### src/design/bewc_pkg.sv
`timescale 1ns / 1ps
`default_nettype none

package bewc_pkg;

   localparam int DATA_W     = 64;
   localparam int CSR_DATA_W = 32;
   localparam int CSR_ADDR_W = 3;
   localparam int SIZE_W     = 2;

   // Register indexes, taken from bit 2 of the byte address.
   localparam logic REG_SRC_SIZE = 1'b0;
   localparam logic REG_DST_SIZE = 1'b1;

   // Size codes (log2 of the width in bytes).
   localparam logic [SIZE_W-1:0] SIZE_1B = 2'd0;
   localparam logic [SIZE_W-1:0] SIZE_2B = 2'd1;
   localparam logic [SIZE_W-1:0] SIZE_4B = 2'd2;
   localparam logic [SIZE_W-1:0] SIZE_8B = 2'd3;

   // Mask that keeps the low bytes of a value of the given size code.
   function automatic logic [DATA_W-1:0] size_mask(input logic [SIZE_W-1:0] size_log2);
      logic [DATA_W-1:0] mask;
      case (size_log2)
         SIZE_1B: mask = 64'h0000_0000_0000_00FF;
         SIZE_2B: mask = 64'h0000_0000_0000_FFFF;
         SIZE_4B: mask = 64'h0000_0000_FFFF_FFFF;
         default: mask = {DATA_W{1'b1}};
      endcase
      return mask;
   endfunction

   // Width in bytes for a size code (1, 2, 4 or 8).
   function automatic logic [3:0] size_bytes(input logic [SIZE_W-1:0] size_log2);
      return 4'(4'd1 << size_log2);
   endfunction

endpackage

`default_nettype wire

### src/design/big_endian_width_converter_core.sv
// Big-endian stream width converter.
// Items of 1, 2, 4 or 8 bytes arrive on the req_ stream (tdata holds the item in its low
// bytes, tlast marks the end of the stream) and leave as words of 1, 2, 4 or 8 bytes on
// the rsp_ stream, most significant part first. Both sizes are set through the csr_ port
// and must only be written while the block is idle; a write drops any partly gathered word.
// An accepted item is held in an input register; its words then move from there into the
// output register, which drives the rsp_ stream, whenever that register is free.
// Passing through and upsizing take one item per cycle unless the receiver stalls.
// Downsizing hands out each item as src/dst words, one word per cycle while not stalled.
// Upsizing gathers items in a staging register and sends a word when it is full or when
// the last item arrives, zero-padded in its low bytes and marked with tlast.
// A stalled receiver holds the output register; the input register still takes an item
// when the one it holds can move on, so one transfer can wait on each side.
// A synchronous reset empties both registers, clears the staging word and sets both
// sizes to one byte.
`timescale 1ns / 1ps
`default_nettype none

module big_endian_width_converter_core (
   input  wire logic                             clock,
   input  wire logic                             reset,
   // Input stream
   input  wire logic                             req_tvalid,
   output logic                                  req_tready,
   input  wire logic [bewc_pkg::DATA_W-1:0]      req_tdata,   // [63:0] item_value
   input  wire logic                             req_tlast,   // last_item
   // Result stream
   output logic                                  rsp_tvalid,
   input  wire logic                             rsp_tready,
   output logic [bewc_pkg::DATA_W-1:0]           rsp_tdata,   // [63:0] out_word
   output logic                                  rsp_tlast,   // last_word
   // Configuration port
   input  wire logic                             csr_psel,
   input  wire logic                             csr_penable,
   input  wire logic                             csr_pwrite,
   input  wire logic [bewc_pkg::CSR_ADDR_W-1:0]  csr_paddr,
   input  wire logic [bewc_pkg::CSR_DATA_W-1:0]  csr_pwdata,
   output logic [bewc_pkg::CSR_DATA_W-1:0]       csr_prdata,
   output logic                                  csr_pready
);

   import bewc_pkg::*;

   // Configuration registers.
   logic [SIZE_W-1:0] src_size_ff, src_size_in;
   logic [SIZE_W-1:0] dst_size_ff, dst_size_in;

   // Input register: the item being worked on.
   logic              hold_valid_ff, hold_valid_in;
   logic [DATA_W-1:0] hold_item_ff, hold_item_in;
   logic              hold_last_ff, hold_last_in;
   logic [2:0]        hold_shift_ff, hold_shift_in;   // byte offset of the next piece

   // Staging word for upsizing and the number of bytes already in it.
   logic [DATA_W-1:0] staging_ff, staging_in;
   logic [2:0]        fill_ff, fill_in;

   // Output register.
   logic              rsp_valid_ff, rsp_valid_in;
   logic [DATA_W-1:0] rsp_data_ff, rsp_data_in;
   logic              rsp_last_ff, rsp_last_in;

   logic              csr_write;
   logic [3:0]        src_bytes;
   logic [3:0]        dst_bytes;
   logic [DATA_W-1:0] dst_mask;
   logic              mode_down;
   logic              mode_up;
   logic [3:0]        used_bytes;
   logic [2:0]        gap_bytes;
   logic [DATA_W-1:0] staging_next;
   logic              step_emit;
   logic              step_final;
   logic [DATA_W-1:0] step_word;
   logic              step_last;
   logic              out_free;
   logic              advance;
   logic              step_done;
   logic              req_accept;

   // A transfer on the configuration port completes in its access cycle.
   assign csr_pready = 1'b1;
   assign csr_write  = csr_psel && csr_penable && csr_pwrite && csr_pready;

   always_comb begin
      csr_prdata = '0;
      case (csr_paddr[2])
         REG_SRC_SIZE: csr_prdata = CSR_DATA_W'(src_size_ff);
         REG_DST_SIZE: csr_prdata = CSR_DATA_W'(dst_size_ff);
         default:      csr_prdata = '0;
      endcase
   end

   always_comb begin
      src_size_in = src_size_ff;
      dst_size_in = dst_size_ff;
      if (csr_write) begin
         case (csr_paddr[2])
            REG_SRC_SIZE: src_size_in = csr_pwdata[SIZE_W-1:0];
            REG_DST_SIZE: dst_size_in = csr_pwdata[SIZE_W-1:0];
            default:      src_size_in = src_size_ff;
         endcase
      end
   end

   assign src_bytes = size_bytes(src_size_ff);
   assign dst_bytes = size_bytes(dst_size_ff);
   assign dst_mask  = size_mask(dst_size_ff);
   assign mode_down = src_size_ff > dst_size_ff;
   assign mode_up   = src_size_ff < dst_size_ff;

   // Upsizing: the held item goes just below the bytes already gathered.
   assign used_bytes   = 4'({1'b0, fill_ff}) + src_bytes;
   assign gap_bytes    = 3'(dst_bytes - used_bytes);
   assign staging_next = staging_ff | (hold_item_ff << {gap_bytes, 3'b000});

   // One step of the held item: which word it yields and whether the item is done.
   always_comb begin
      step_emit  = 1'b1;
      step_final = 1'b1;
      step_word  = hold_item_ff;
      step_last  = hold_last_ff;
      if (mode_down) begin
         step_word  = (hold_item_ff >> {hold_shift_ff, 3'b000}) & dst_mask;
         step_final = hold_shift_ff == 3'd0;
         step_last  = hold_last_ff && step_final;
      end else if (mode_up) begin
         step_word = staging_next & dst_mask;
         step_emit = (used_bytes == dst_bytes) || hold_last_ff;
      end
   end

   assign out_free   = !rsp_valid_ff || rsp_tready;
   assign advance    = hold_valid_ff && (!step_emit || out_free);
   assign step_done  = advance && step_final;
   assign req_tready = !hold_valid_ff || step_done;
   assign req_accept = req_tvalid && req_tready;

   always_comb begin
      hold_valid_in = hold_valid_ff;
      hold_item_in  = hold_item_ff;
      hold_last_in  = hold_last_ff;
      hold_shift_in = hold_shift_ff;
      if (req_accept) begin
         hold_valid_in = 1'b1;
         hold_item_in  = req_tdata & size_mask(src_size_ff);
         hold_last_in  = req_tlast;
         // Offset of the most significant piece; only used when downsizing.
         hold_shift_in = 3'(src_bytes - dst_bytes);
      end else if (step_done) begin
         hold_valid_in = 1'b0;
      end else if (advance) begin
         hold_shift_in = 3'(hold_shift_ff - 3'(dst_bytes));
      end
   end

   always_comb begin
      staging_in = staging_ff;
      fill_in    = fill_ff;
      if (csr_write) begin
         staging_in = '0;
         fill_in    = '0;
      end else if (advance && mode_up) begin
         if (step_emit) begin
            staging_in = '0;
            fill_in    = '0;
         end else begin
            staging_in = staging_next;
            fill_in    = used_bytes[2:0];
         end
      end
   end

   always_comb begin
      rsp_valid_in = rsp_valid_ff;
      rsp_data_in  = rsp_data_ff;
      rsp_last_in  = rsp_last_ff;
      if (advance && step_emit) begin
         rsp_valid_in = 1'b1;
         rsp_data_in  = step_word;
         rsp_last_in  = step_last;
      end else if (rsp_tready) begin
         rsp_valid_in = 1'b0;
      end
   end

   always_ff @(posedge clock) begin
      if (reset) begin
         src_size_ff   <= '0;
         dst_size_ff   <= '0;
         hold_valid_ff <= 1'b0;
         staging_ff    <= '0;
         fill_ff       <= '0;
         rsp_valid_ff  <= 1'b0;
      end else begin
         src_size_ff   <= src_size_in;
         dst_size_ff   <= dst_size_in;
         hold_valid_ff <= hold_valid_in;
         staging_ff    <= staging_in;
         fill_ff       <= fill_in;
         rsp_valid_ff  <= rsp_valid_in;
      end
   end

   always_ff @(posedge clock) begin
      hold_item_ff  <= hold_item_in;
      hold_last_ff  <= hold_last_in;
      hold_shift_ff <= hold_shift_in;
      rsp_data_ff   <= rsp_data_in;
      rsp_last_ff   <= rsp_last_in;
   end

   assign rsp_tvalid = rsp_valid_ff;
   assign rsp_tdata  = rsp_data_ff;
   assign rsp_tlast  = rsp_last_ff;

endmodule

`default_nettype wire

### config.mk
export PLATFORM = sky130hd
export DESIGN_NAME = big_endian_width_converter_core
export DESIGN_NICKNAME = d
export VERILOG_FILES = /design/src/design/bewc_pkg.sv /design/src/design/big_endian_width_converter_core.sv
export SDC_FILE = /design/constraint.sdc
export NUM_CORES = 1
export LEC_CHECK = 0
export BUFFER_PORTS_ARGS = -buffer_cell sky130_fd_sc_hd__buf_2
export CORE_ASPECT_RATIO = 0.5
export CORE_MARGIN = 2
export CORE_UTILIZATION = 30
export CTS_CLUSTER_DIAMETER = 30
export CTS_CLUSTER_SIZE = 14
export DETAILED_ROUTE_END_ITERATION = 10
export PLACE_DENSITY = 0.53
export SLEW_MARGIN = 20
export SYNTH_ARGS = -nofsm -noshare
export SYNTH_HDL_FRONTEND = slang
export SYNTH_SLANG_ARGS = --single-unit
### constraint.sdc
create_clock -name clock -period 5 [get_ports clock]
set_input_delay 0.5 -clock clock [delete_from_list [all_inputs] [get_ports clock]]
set_output_delay 0.5 -clock clock [all_outputs]
set_load 0.02 [all_outputs]
Word-level counts from Yosys, hierarchy flattened

Index checks and enable logic that the tools add are counted.

$add $sub $neg: 4
Multiplexer cells: 19
Bitwise gates (word level): 5
Order comparisons: 2
Shift operators: 4
Reductions and logical operators: 25
Equal/unequal tests: 6

Operator list:

| cell                | count |
|---|---|
| $pmux 64 s3         | 2 |
| $mux 64             | 4 |
| $and 64x64->64      | 3 |
| $or 64x64->64       | 1 |
| $pmux 32 s2         | 1 |
| $shl 64x6->64       | 1 |
| $shr 64x6->64       | 1 |
| $mux 3              | 4 |
| $sub 3x3->3         | 3 |
| $logic_and 1x1->1   | 8 |
| $mux 1              | 8 |
| $shl 1x2->4 const A | 2 |
| $reduce_and 2->1    | 3 |
| $reduce_bool 2->1   | 3 |
| $add 3x4->4         | 1 |
| $eq 2x1->1 const B  | 2 |
| $eq 2x2->1 const B  | 2 |
| $eq 4x4->1          | 1 |
| $logic_not 2->1     | 2 |
| $logic_or 1x1->1    | 4 |
| $logic_not 1->1     | 3 |
| $logic_not 3->1     | 1 |
| $gt 2x2->1          | 1 |
| $lt 2x2->1          | 1 |
| other kinds (3)     | 3 |

Output and inout port bits: 100
Register bits after elaboration: 206
Logic and storage cells: 76
Input port bits: 107

Depth between registers and ports, before layout

Gate-level depths: netlist of the first run.

Word-level depth: 14
Depth in mapped cells: 16
Gate-level depth less buffers: 14

Worst setup path after synthesis of the first run

OpenSTA, ideal clock, no wires.

Path kind: register -> register
Start: reg src_size_ff[0]
End: reg hold_shift_ff[2] (data pin)
Path slack: 0.530 ns
Buffers on the path: 2
Stages on the path, launching flop included: 17
Arrival time: 4.210 ns
Library setup time: 0.260 ns
Cell sequence: dfxtp_1 buf_2 nor2_1 ha_1 ha_1 inv_1 ha_1 and2_1 a311oi_1 or2_2 buf_2 mux2i_1 ha_1 inv_1 fa_1 xnor2_1 xnor2_1

Longest elaborated chain between the ends: 13

RTL lines:

| item                       | line                                   | source |
|---|---|---|
| from (decl)                | big_endian_width_converter_core.sv:45  | `logic [SIZE_W-1:0] src_size_ff, src_size_in;` |
| from (signal assigned)     | big_endian_width_converter_core.sv:196 | `src_size_ff <= src_size_in;` |
| $shl 1x2->4                | bewc_pkg.sv:35                         | `return 4'(4'd1 << size_log2);` |
| $add 3x4->4                | big_endian_width_converter_core.sv:113 | `assign used_bytes = 4'({1'b0, fill_ff}) + src_bytes;` |
| $eq 4x4->1                 | big_endian_width_converter_core.sv:129 | `step_emit = (used_bytes == dst_bytes) \|\| hold_last_ff;` |
| $logic_or 1x1->1           | big_endian_width_converter_core.sv:129 |  |
| $mux 1                     | big_endian_width_converter_core.sv:127 | `end else if (mode_up) begin` |
| $mux 1                     | big_endian_width_converter_core.sv:123 | `if (mode_down) begin` |
| $logic_not 1->1            | big_endian_width_converter_core.sv:134 | `assign advance = hold_valid_ff && (!step_emit \|\| out_free);` |
| $logic_or 1x1->1           | big_endian_width_converter_core.sv:134 |  |
| $logic_and 1x1->1          | big_endian_width_converter_core.sv:134 |  |
| $logic_and 1x1->1          | big_endian_width_converter_core.sv:135 | `assign step_done = advance && step_final;` |
| $logic_or 1x1->1           | big_endian_width_converter_core.sv:136 | `assign req_tready = !hold_valid_ff \|\| step_done;` |
| $logic_and 1x1->1          | big_endian_width_converter_core.sv:137 | `assign req_accept = req_tvalid && req_tready;` |
| $mux 3 *                   | big_endian_width_converter_core.sv:144 | `if (req_accept) begin` |
| named net hold_shift_in[2] | big_endian_width_converter_core.sv:52  | `logic [2:0] hold_shift_ff, hold_shift_in;` |
| to (signal assigned)       | big_endian_width_converter_core.sv:208 | `hold_shift_ff <= hold_shift_in;` |
| to (decl)                  | big_endian_width_converter_core.sv:52  |  |

The timed path passes the listed nets; every way through them passes the cells marked *.
A chain may end at the register's enable or synchronous reset.

Worst setup path in the final report of the first run

Start: reg src_size_ff[0]
End: reg rsp_data_ff[4] (netlist: rsp_tdata[4]) (data pin)

Longest elaborated chain between the ends: 8

RTL lines:

| item                   | line                                   | source |
|---|---|---|
| $shl 1x2->4            | bewc_pkg.sv:35                         |  |
| $add 3x4->4            | big_endian_width_converter_core.sv:113 |  |
| $sub 3x3->3            | big_endian_width_converter_core.sv:114 | `assign gap_bytes = 3'(dst_bytes - used_bytes);` |
| $shl 64x6->64          | big_endian_width_converter_core.sv:115 | `assign staging_next = staging_ff \| (hold_item_ff << {gap_bytes, 3'b000});` |
| $or 64x64->64          | big_endian_width_converter_core.sv:115 |  |
| $and 64x64->64         | big_endian_width_converter_core.sv:128 | `step_word = staging_next & dst_mask;` |
| $mux 64                | big_endian_width_converter_core.sv:127 |  |
| $mux 64 *              | big_endian_width_converter_core.sv:123 |  |
| named net step_word[4] | big_endian_width_converter_core.sv:74  | `logic [DATA_W-1:0] step_word;` |
| to (signal assigned)   | big_endian_width_converter_core.sv:209 | `rsp_data_ff <= rsp_data_in;` |
| to (decl)              | big_endian_width_converter_core.sv:60  | `logic [DATA_W-1:0] rsp_data_ff, rsp_data_in;` |

Marked as above.

==> flow_metrics.py, run 1 <==
metrics = {
    "floorplanning": {
        "initial_core_util_pct": 30.7,
        "rows": 50,
        "io_pins": 207,
        "fp.dieH_um": 143,
        "coreArea_um2": 37800,
        "die_x_um": 282,
        "die_area_um2": 40400,
    },
    "power": {
        "power_leakage_nw": 5.46,
        "finalPower_mw": 5.67,
        "peakVddDrop_mv": 0.209,
        "powerDensity_nw_per_um2": 405,
    },
    "logic_synthesis": {
        "synthesis.area_um2": 11600,
        "avgSynthCellArea_um2": 10.9,
        "ys_seq_area_share_pct": 47.0,
        "synth.area.top_cells": "edfxtp_1 (34%), dfxtp_1 (13%), mux4_2 (6.2%)",
        "synth_common_cells": "edfxtp_1 (133), dfxtp_1 (73), a21oi_1 (65), a22o_1 (65), nor2_1 (64)",
        "ys.flop_type": "edfxtp_1",
        "synth_edf_count": 133,
        "synth.top_cell.area_share_pct": 34.4,
        "ys.warnings.count": 0,
        "ys_seq_elements": 206,
        "async_flop_share_pct": 0,
        "post-synth-top-count-cell": "edfxtp_1",
        "synth_top_cell_by_area": "edfxtp_1",
        "synth.distinct_cells": 54,
        "postSynthCellCount": 1066,
    },
    "cells_and_area": {
        "area_delta_synth_final_pct": 20.8,
        "regArea_um2": 5460,
        "layout-drive-gt1-share_pct": 25.4,
        "n_fill_cell": 3760,
        "layout.nets": 1304,
        "multi_input_area_um2": 5600,
    },
    "routing": {
        "first_pass_iters": 6,
        "route.vias.total": 9797,
        "drc": 0,
        "drt-wirelength-per-cell_um": 24.6,
        "drtIter0Drc": 1252,
        "viasPerCell": 5.64,
        "antenna_left": 0,
        "wirelength_um": 42800,
    },
    "clock_tree": {
        "clk-insertion-delay-late_ps": 530,
        "cts-root-buf": "clkbuf_16",
        "clkTransAtPathRegs_ps": 60,
        "cts_resized": 0,
        "cts_max_path_buffers": 3,
        "h-tree-depth": 2,
        "clkSinkCount": 206,
        "cts_tree": "done",
        "cts_setup_buffers": 0,
        "cts_hold_buf": 0,
        "cts_buffers": 39,
    },
    "min_path": {
        "hold_end": "hold_item_ff[2]",
        "hold_path_startpoint": "req_tdata[2]",
        "whs_path_depth": 1,
        "worstHoldPathType": "primary input to register",
    },
    "timing": {
        "tightest_slew_ps": 1110,
        "tns_ps": 0,
        "hold_viol_final": 0,
        "fmax_mhz": 226,
        "skew_ps": 20.6,
        "rsz0062_at_grt": "no",
        "finalSetupViolCount": 0,
        "period_needed_ps": 4430,
        "fin_crit_sh_pct": 88.7,
        "slew_violations": 0,
        "relSlewSlack_pct": 26.0,
    },
    "global_route": {
        "grt_use_total_pct": 21.1,
        "grt_pass1_wl_um": 62500,
        "grt_pass1_vias": 9483,
        "grt_max_degree": 75,
        "antenna_found_initial": 4,
        "grt_remaining_overflow": 0,
    },
    "critical_path": {
        "crit_buf_inv": 2,
        "crit_family": "adder cells",
        "cp_common_cell": "ha_1",
        "cp_cell_sequence": "nor2_1 > ha_1 > ha_1 > inv_1 > fa_2 > buf_4 > nor2b_1 > nand2_1 > a21oi_1 > a221o_1",
        "cp_slowest_cell": "fa_2",
        "worstSetupStartpointType": "register",
        "crit_start": "src_size_ff[0]",
        "worst_ep_arrival_time_ps": 4820,
        "reg2reg_from": "src_size_ff[0]",
        "reg2reg_setup_slack_ps": 570,
        "cp.required_ps": 5380,
        "rr_worst_depth": 10,
        "r2r-end": "rsp_tdata[4]",
        "path_class": "register to register",
        "end_kind": "register",
        "cp_max_fo": 31,
        "cp_slowest_stage_delay_ps": 750,
    },
    "place": {
        "dp_hpwl_um": 30300,
        "port_buffers": 143,
        "routabilityCongestion": 0.938,
    },
    "status": {
        "status": "completed",
    },
    "job": {
        "max_cap_violations": 0,
    },
}
-- stage by stage --
stage | setup WS [ps] | cells | hold WS, ps | cell area (um^2) | util (%)
after global placement | 827 | 1666 | 446 | 12700 | 33.6
after global routing | 232 | 1737 | 137 | 14000 | 37.1
after detailed placement | 737 | 1666 | 453 | 12700 | 33.6
after floorplan | 530 | 1095 | 432 | 11700 | -
final | 567 | 1738 | 150 | 14000 | 37.1
after CTS | 722 | 1737 | 130 | 14000 | 37.1
-- sequential cells by signal, indices dropped and copies added (netlist names) --
signal         flops
hold_item_ff      64
rsp_tdata         64
staging_ff        64
fill_ff            3
hold_shift_ff      3
dst_size_ff        2
src_size_ff        2
hold_last_ff       1
hold_valid_ff      1
rsp_tlast          1
rsp_tvalid         1
-- cell type report --
type | instances | area share, %
multi-input combinational | 754 | 40.0
sequential | 206 | 38.9
clock buffer | 44 | 7.10
timing repair buffer | 172 | 6.84
tap | 520 | 4.64
clock inverter | 27 | 2.17
inverter | 14 | 0.375
antenna | 1 | 0.0179
-- worst register-to-register path, cell delays in order (launching register included) --
cell and delay [ps]:
dfxtp_1 630, nor2_1 130, ha_1 250, ha_1 300
inv_1 130, fa_2 750, buf_4 350, nor2b_1 640
nand2_1 120, a21oi_1 700, a221o_1 290
-- placed cells by master, fill, tap and decap left out, types with 8 or more instances in the layout --
cell type and count:
o221ai_1 14, a221oi_1 8, buf_2 143, a21oi_1 65, a211oi_1 36, nand2_1 61
nand3_1 10, nor2_1 62, a211o_1 8, a221o_1 32, nor3_1 41, clkbuf_16 39
mux2_2 17, buf_4 27, conb_1 31, a31oi_1 10, and3_1 34, a22oi_1 18
nor3_2 8, o21ai_0 48, edfxtp_1 133, inv_1 13, and2_1 18, nor2b_1 35
mux2i_1 39, o21a_1 11, a22o_1 65, dfxtp_1 73, mux4_2 32
-- logic make-up after synthesis --
group,after synthesis,share of synthesized area (%)
compound gates,331,21.0
xor+xnor,8,0.992
fa+ha+maj,10,1.21
buf+inv,135,5.98
flops,206,47.0
mux,88,11.2
other cells,2,0.0647
simple gates,286,12.6
-- routing by layer --
layer | GRT usage [%] | up-vias | part of all wire, %
met5 | 0 | - | 0.030
met4 | 6.54 | 2 | 2.7
met3 | 6.38 | 76 | 10
met2 | 32.0 | 508 | 43
met1 | 28.8 | 4861 | 44
li1 | - | 4350 | -
-- worst max-delay path by stage --
stage | endpoint | slack [ps] | cells past startpoint
2_1_floorplan | hold_shift_ff[2] | 530 | 16
3_3_place_gp | rsp_tdata[4] | 830 | 10
3_5_place_dp | rsp_tdata[4] | 740 | 10
4_1_cts | rsp_tdata[4] | 720 | 10
5_1_grt | rsp_tdata[4] | 230 | 10
6_report | rsp_tdata[4] | 570 | 10
-- report_power, final --
part | switching (mW) | total (mW) | internal, mW
Clock | 0.920 | 2.58 | 1.66
Combinational | 0.662 | 1.03 | 0.366
Sequential | 0.138 | 2.07 | 1.93
Power figures use the tool's default switching activity.
==> run 2, diff against run 1 <==
--- a/config.mk
+++ b/config.mk
@@ -5,8 +5,10 @@
 export SDC_FILE = /design/constraint.sdc
 export NUM_CORES = 1
 export LEC_CHECK = 0
+export ABC_AREA = 1
+export ABC_CLOCK_PERIOD_IN_PS = 5000
 export BUFFER_PORTS_ARGS = -buffer_cell sky130_fd_sc_hd__buf_2
-export CORE_ASPECT_RATIO = 0.5
+export CORE_ASPECT_RATIO = 0.8
 export CORE_MARGIN = 2
 export CORE_UTILIZATION = 30
 export CTS_CLUSTER_DIAMETER = 30
==> flow_metrics.py, run 2 <==
metrics = {
    "status": {
        "status": "completed",
    },
    "logic_synthesis": {
        "synth.distinct_cells": 40,
        "synth_top_cell_by_area": "edfxtp_1",
        "ys.flop_type": "edfxtp_1",
        "postSynthCellCount": 1823,
        "synth.area.top_cells": "edfxtp_1 (31%), nand2_1 (14%), dfxtp_1 (11%)",
        "ys_seq_area_share_pct": 42.4,
        "post-synth-top-count-cell": "nand2_1",
        "ys.warnings.count": 0,
        "avgSynthCellArea_um2": 7.06,
        "synth.top_cell.area_share_pct": 31.0,
        "synth_common_cells": "nand2_1 (488), o21ai_0 (244), inv_1 (223), edfxtp_1 (133), a21oi_1 (118)",
        "ys_seq_elements": 206,
        "async_flop_share_pct": 0,
        "synth_edf_count": 133,
        "synthesis.area_um2": 12900,
    },
    "clock_tree": {
        "cts-root-buf": "clkbuf_16",
        "cts_setup_buffers": 0,
        "cts_max_path_buffers": 3,
        "cts_buffers": 51,
        "h-tree-depth": 2,
        "cts_resized": 0,
        "clk-insertion-delay-late_ps": 610,
        "clkTransAtPathRegs_ps": 50,
        "cts_tree": "done",
        "cts_hold_buf": 0,
        "clkSinkCount": 206,
    },
    "place": {
        "routabilityCongestion": 0.909,
        "dp_hpwl_um": 35600,
        "port_buffers": 143,
    },
    "cells_and_area": {
        "area_delta_synth_final_pct": 22.6,
        "final_cell_mix": "nand2_1 (488), o21ai_0 (244), inv_1 (221), buf_2 (143), edfxtp_1 (133)",
        "multi_input_area_um2": 5890,
        "layout.nets": 2051,
        "final_common_cell": "nand2_1",
        "layout-drive-gt1-share_pct": 15.1,
        "regArea_um2": 5460,
        "n_fill_cell": 4480,
        "antenna-diode-count": 0,
    },
    "timing": {
        "tightest_slew_ps": 1050,
        "slew_violations": 0,
        "tns_ps": 0,
        "fin_crit_sh_pct": 80.4,
        "hold_viol_final": 0,
        "hold_ws_ps": 81.8,
        "finalSetupViolCount": 0,
        "fmax_mhz": 249,
        "skew_ps": 54.4,
        "period_needed_ps": 4020,
        "rsz0062_at_grt": "no",
        "relSlewSlack_pct": 29.7,
    },
    "min_path": {
        "worstHoldPathType": "primary input to register",
        "hold_path_startpoint": "req_tlast",
        "whs_path_depth": 1,
        "hold_end": "hold_last_ff",
    },
    "routing": {
        "first_pass_iters": 7,
        "wirelength_um": 51700,
        "antenna_left": 0,
        "viasPerCell": 5.21,
        "drt-wirelength-per-cell_um": 20.5,
        "drc": 0,
        "drtIter0Drc": 1397,
        "route.vias.total": 13200,
    },
    "floorplanning": {
        "rows": 67,
        "fp.dieH_um": 189,
        "io_pins": 207,
        "die_x_um": 236,
        "initial_core_util_pct": 30.6,
        "die_area_um2": 44600,
        "coreArea_um2": 42100,
    },
    "critical_path": {
        "r2r-end": "rsp_tdata[28]",
        "reg2reg_from": "src_size_ff[1]",
        "worstSetupStartpointType": "register",
        "cp_max_fo": 24,
        "worst_ep_arrival_time_ps": 4500,
        "end_kind": "register",
        "cp.required_ps": 5480,
        "reg2reg_setup_slack_ps": 980,
        "rr_worst_depth": 15,
        "path_class": "register to register",
    },
    "power": {
        "power_leakage_nw": 6.71,
        "p_int_mw": 4.51,
        "peakVddDrop_mv": 0.261,
        "swShare_pct": 33.9,
        "p_sw_mw": 2.31,
        "seq_power_share_pct": 29.4,
        "powerDensity_nw_per_um2": 433,
        "p_comb_share_pct": 22.1,
        "clockPowerShare_pct": 48.5,
    },
    "global_route": {
        "antenna_found_initial": 0,
        "grt_pass1_vias": 12000,
        "grt_remaining_overflow": 0,
        "grt_pass1_wl_um": 76700,
        "grt_max_degree": 111,
        "grt_use_total_pct": 22.8,
    },
    "job": {
        "max_cap_violations": 0,
    },
}
-- run 2: cell count changes in the layout (fill, tap and decap cells not counted), moves of 33 or more --
cell	before	now
nand3_1	10	109
and3_1	34	0
nor2_1	62	116
nand2_1	61	488
inv_1	13	221
o211ai_1	0	33
nor2b_1	35	0
nor3_1	41	8
o21ai_0	48	244
nand4_1	3	52
a22o_1	65	0
a21oi_1	65	118
-- run 2: cell type report --
| type | count | share of cell area [%] |
|---|---|---|
| Multi-Input combinational cell | 1255 | 37.3 |
| Tap cell | 552 | 4.38 |
| Inverter | 233 | 5.56 |
| Timing Repair Buffer | 187 | 7.18 |
| Clock inverter | 39 | 2.66 |
| Sequential cell | 206 | 34.6 |
| Clock buffer | 57 | 8.36 |
-- run 2: worst max path at each step --
| stage | start | slack [ps] | end | cells after the start |
|---|---|---|---|---|
| 2_1_floorplan | src_size_ff[1] | 880 | hold_item_ff[0] | 15 |
| 6_report | src_size_ff[1] | 980 | rsp_tdata[28] | 15 |
| 5_1_grt | src_size_ff[1] | 760 | hold_shift_ff[2] | 23 |
| 3_5_place_dp | src_size_ff[1] | 1120 | rsp_tdata[28] | 15 |
| 3_3_place_gp | src_size_ff[1] | 1110 | hold_shift_ff[2] | 24 |
| 4_1_cts | src_size_ff[1] | 1100 | rsp_tdata[28] | 15 |
-- run 2: power groups by stage --
stage / Clock (mW) / Combinational [mW] / Sequential, mW
3_5_place_dp: 0 / 1.47 / 2.03
2_1_floorplan: 0 / 0.926 / 2.05
5_1_grt: 3.44 / 1.64 / 2.01
6_report: 3.31 / 1.51 / 2.01
3_3_place_gp: 0 / 1.47 / 2.04
4_1_cts: 3.35 / 1.48 / 2.01
-- run 2: stage by stage --
step / std cells / setup slack (ps) / util, % / power [mW] / cell area, um^2
6_report: 2529 / 979 / 37.5 / 6.83 / 15800
4_1_cts: 2529 / 1100 / 37.5 / 6.83 / 15800
3_5_place_dp: 2433 / 1120 / 33.4 / 3.50 / 14000
5_1_grt: 2529 / 760 / 37.5 / 7.09 / 15800
3_3_place_gp: 2433 / 1110 / 33.4 / 3.50 / 14000
2_1_floorplan: 1852 / 882 / - / 2.97 / 13000
-- run 2: cell families after synthesis --
logic type               Yosys count  share of synthesized area, %
multiplexers                       9                         0.700
XOR/XNOR                           2                         0.136
AO/OA/AOI/OAI                    417                          17.3
adder cells (fa/ha/maj)           10                          1.09
buffers and inverters            391                          13.0
AND/OR/NAND/NOR                  786                          25.4
other                              2                        0.0583
flip-flops                       206                          42.4
-- run 2: critical path, stage by stage (launching register included) --
cell and delay [ps]:
dfxtp_1 300, buf_4 240, nor2_1 80, buf_4 180, ha_1 210, ha_1 320
inv_1 100, fa_2 450, inv_2 400, buf_12 240, mux2i_1 410, nand2_1 130
a21oi_1 160, a21oi_1 50, o21ai_0 410, buf_4 200
-- run 2: layer usage --
layer / vias up / track usage, % / wire length [um]
met2: 672 / 32.1 / 20800
li1: 6196 / - / -
met1: 6219 / 34.0 / 24000
met5: - / 0 / 0
met4: 0 / 8.26 / 1680
met3: 81 / 4.46 / 5210
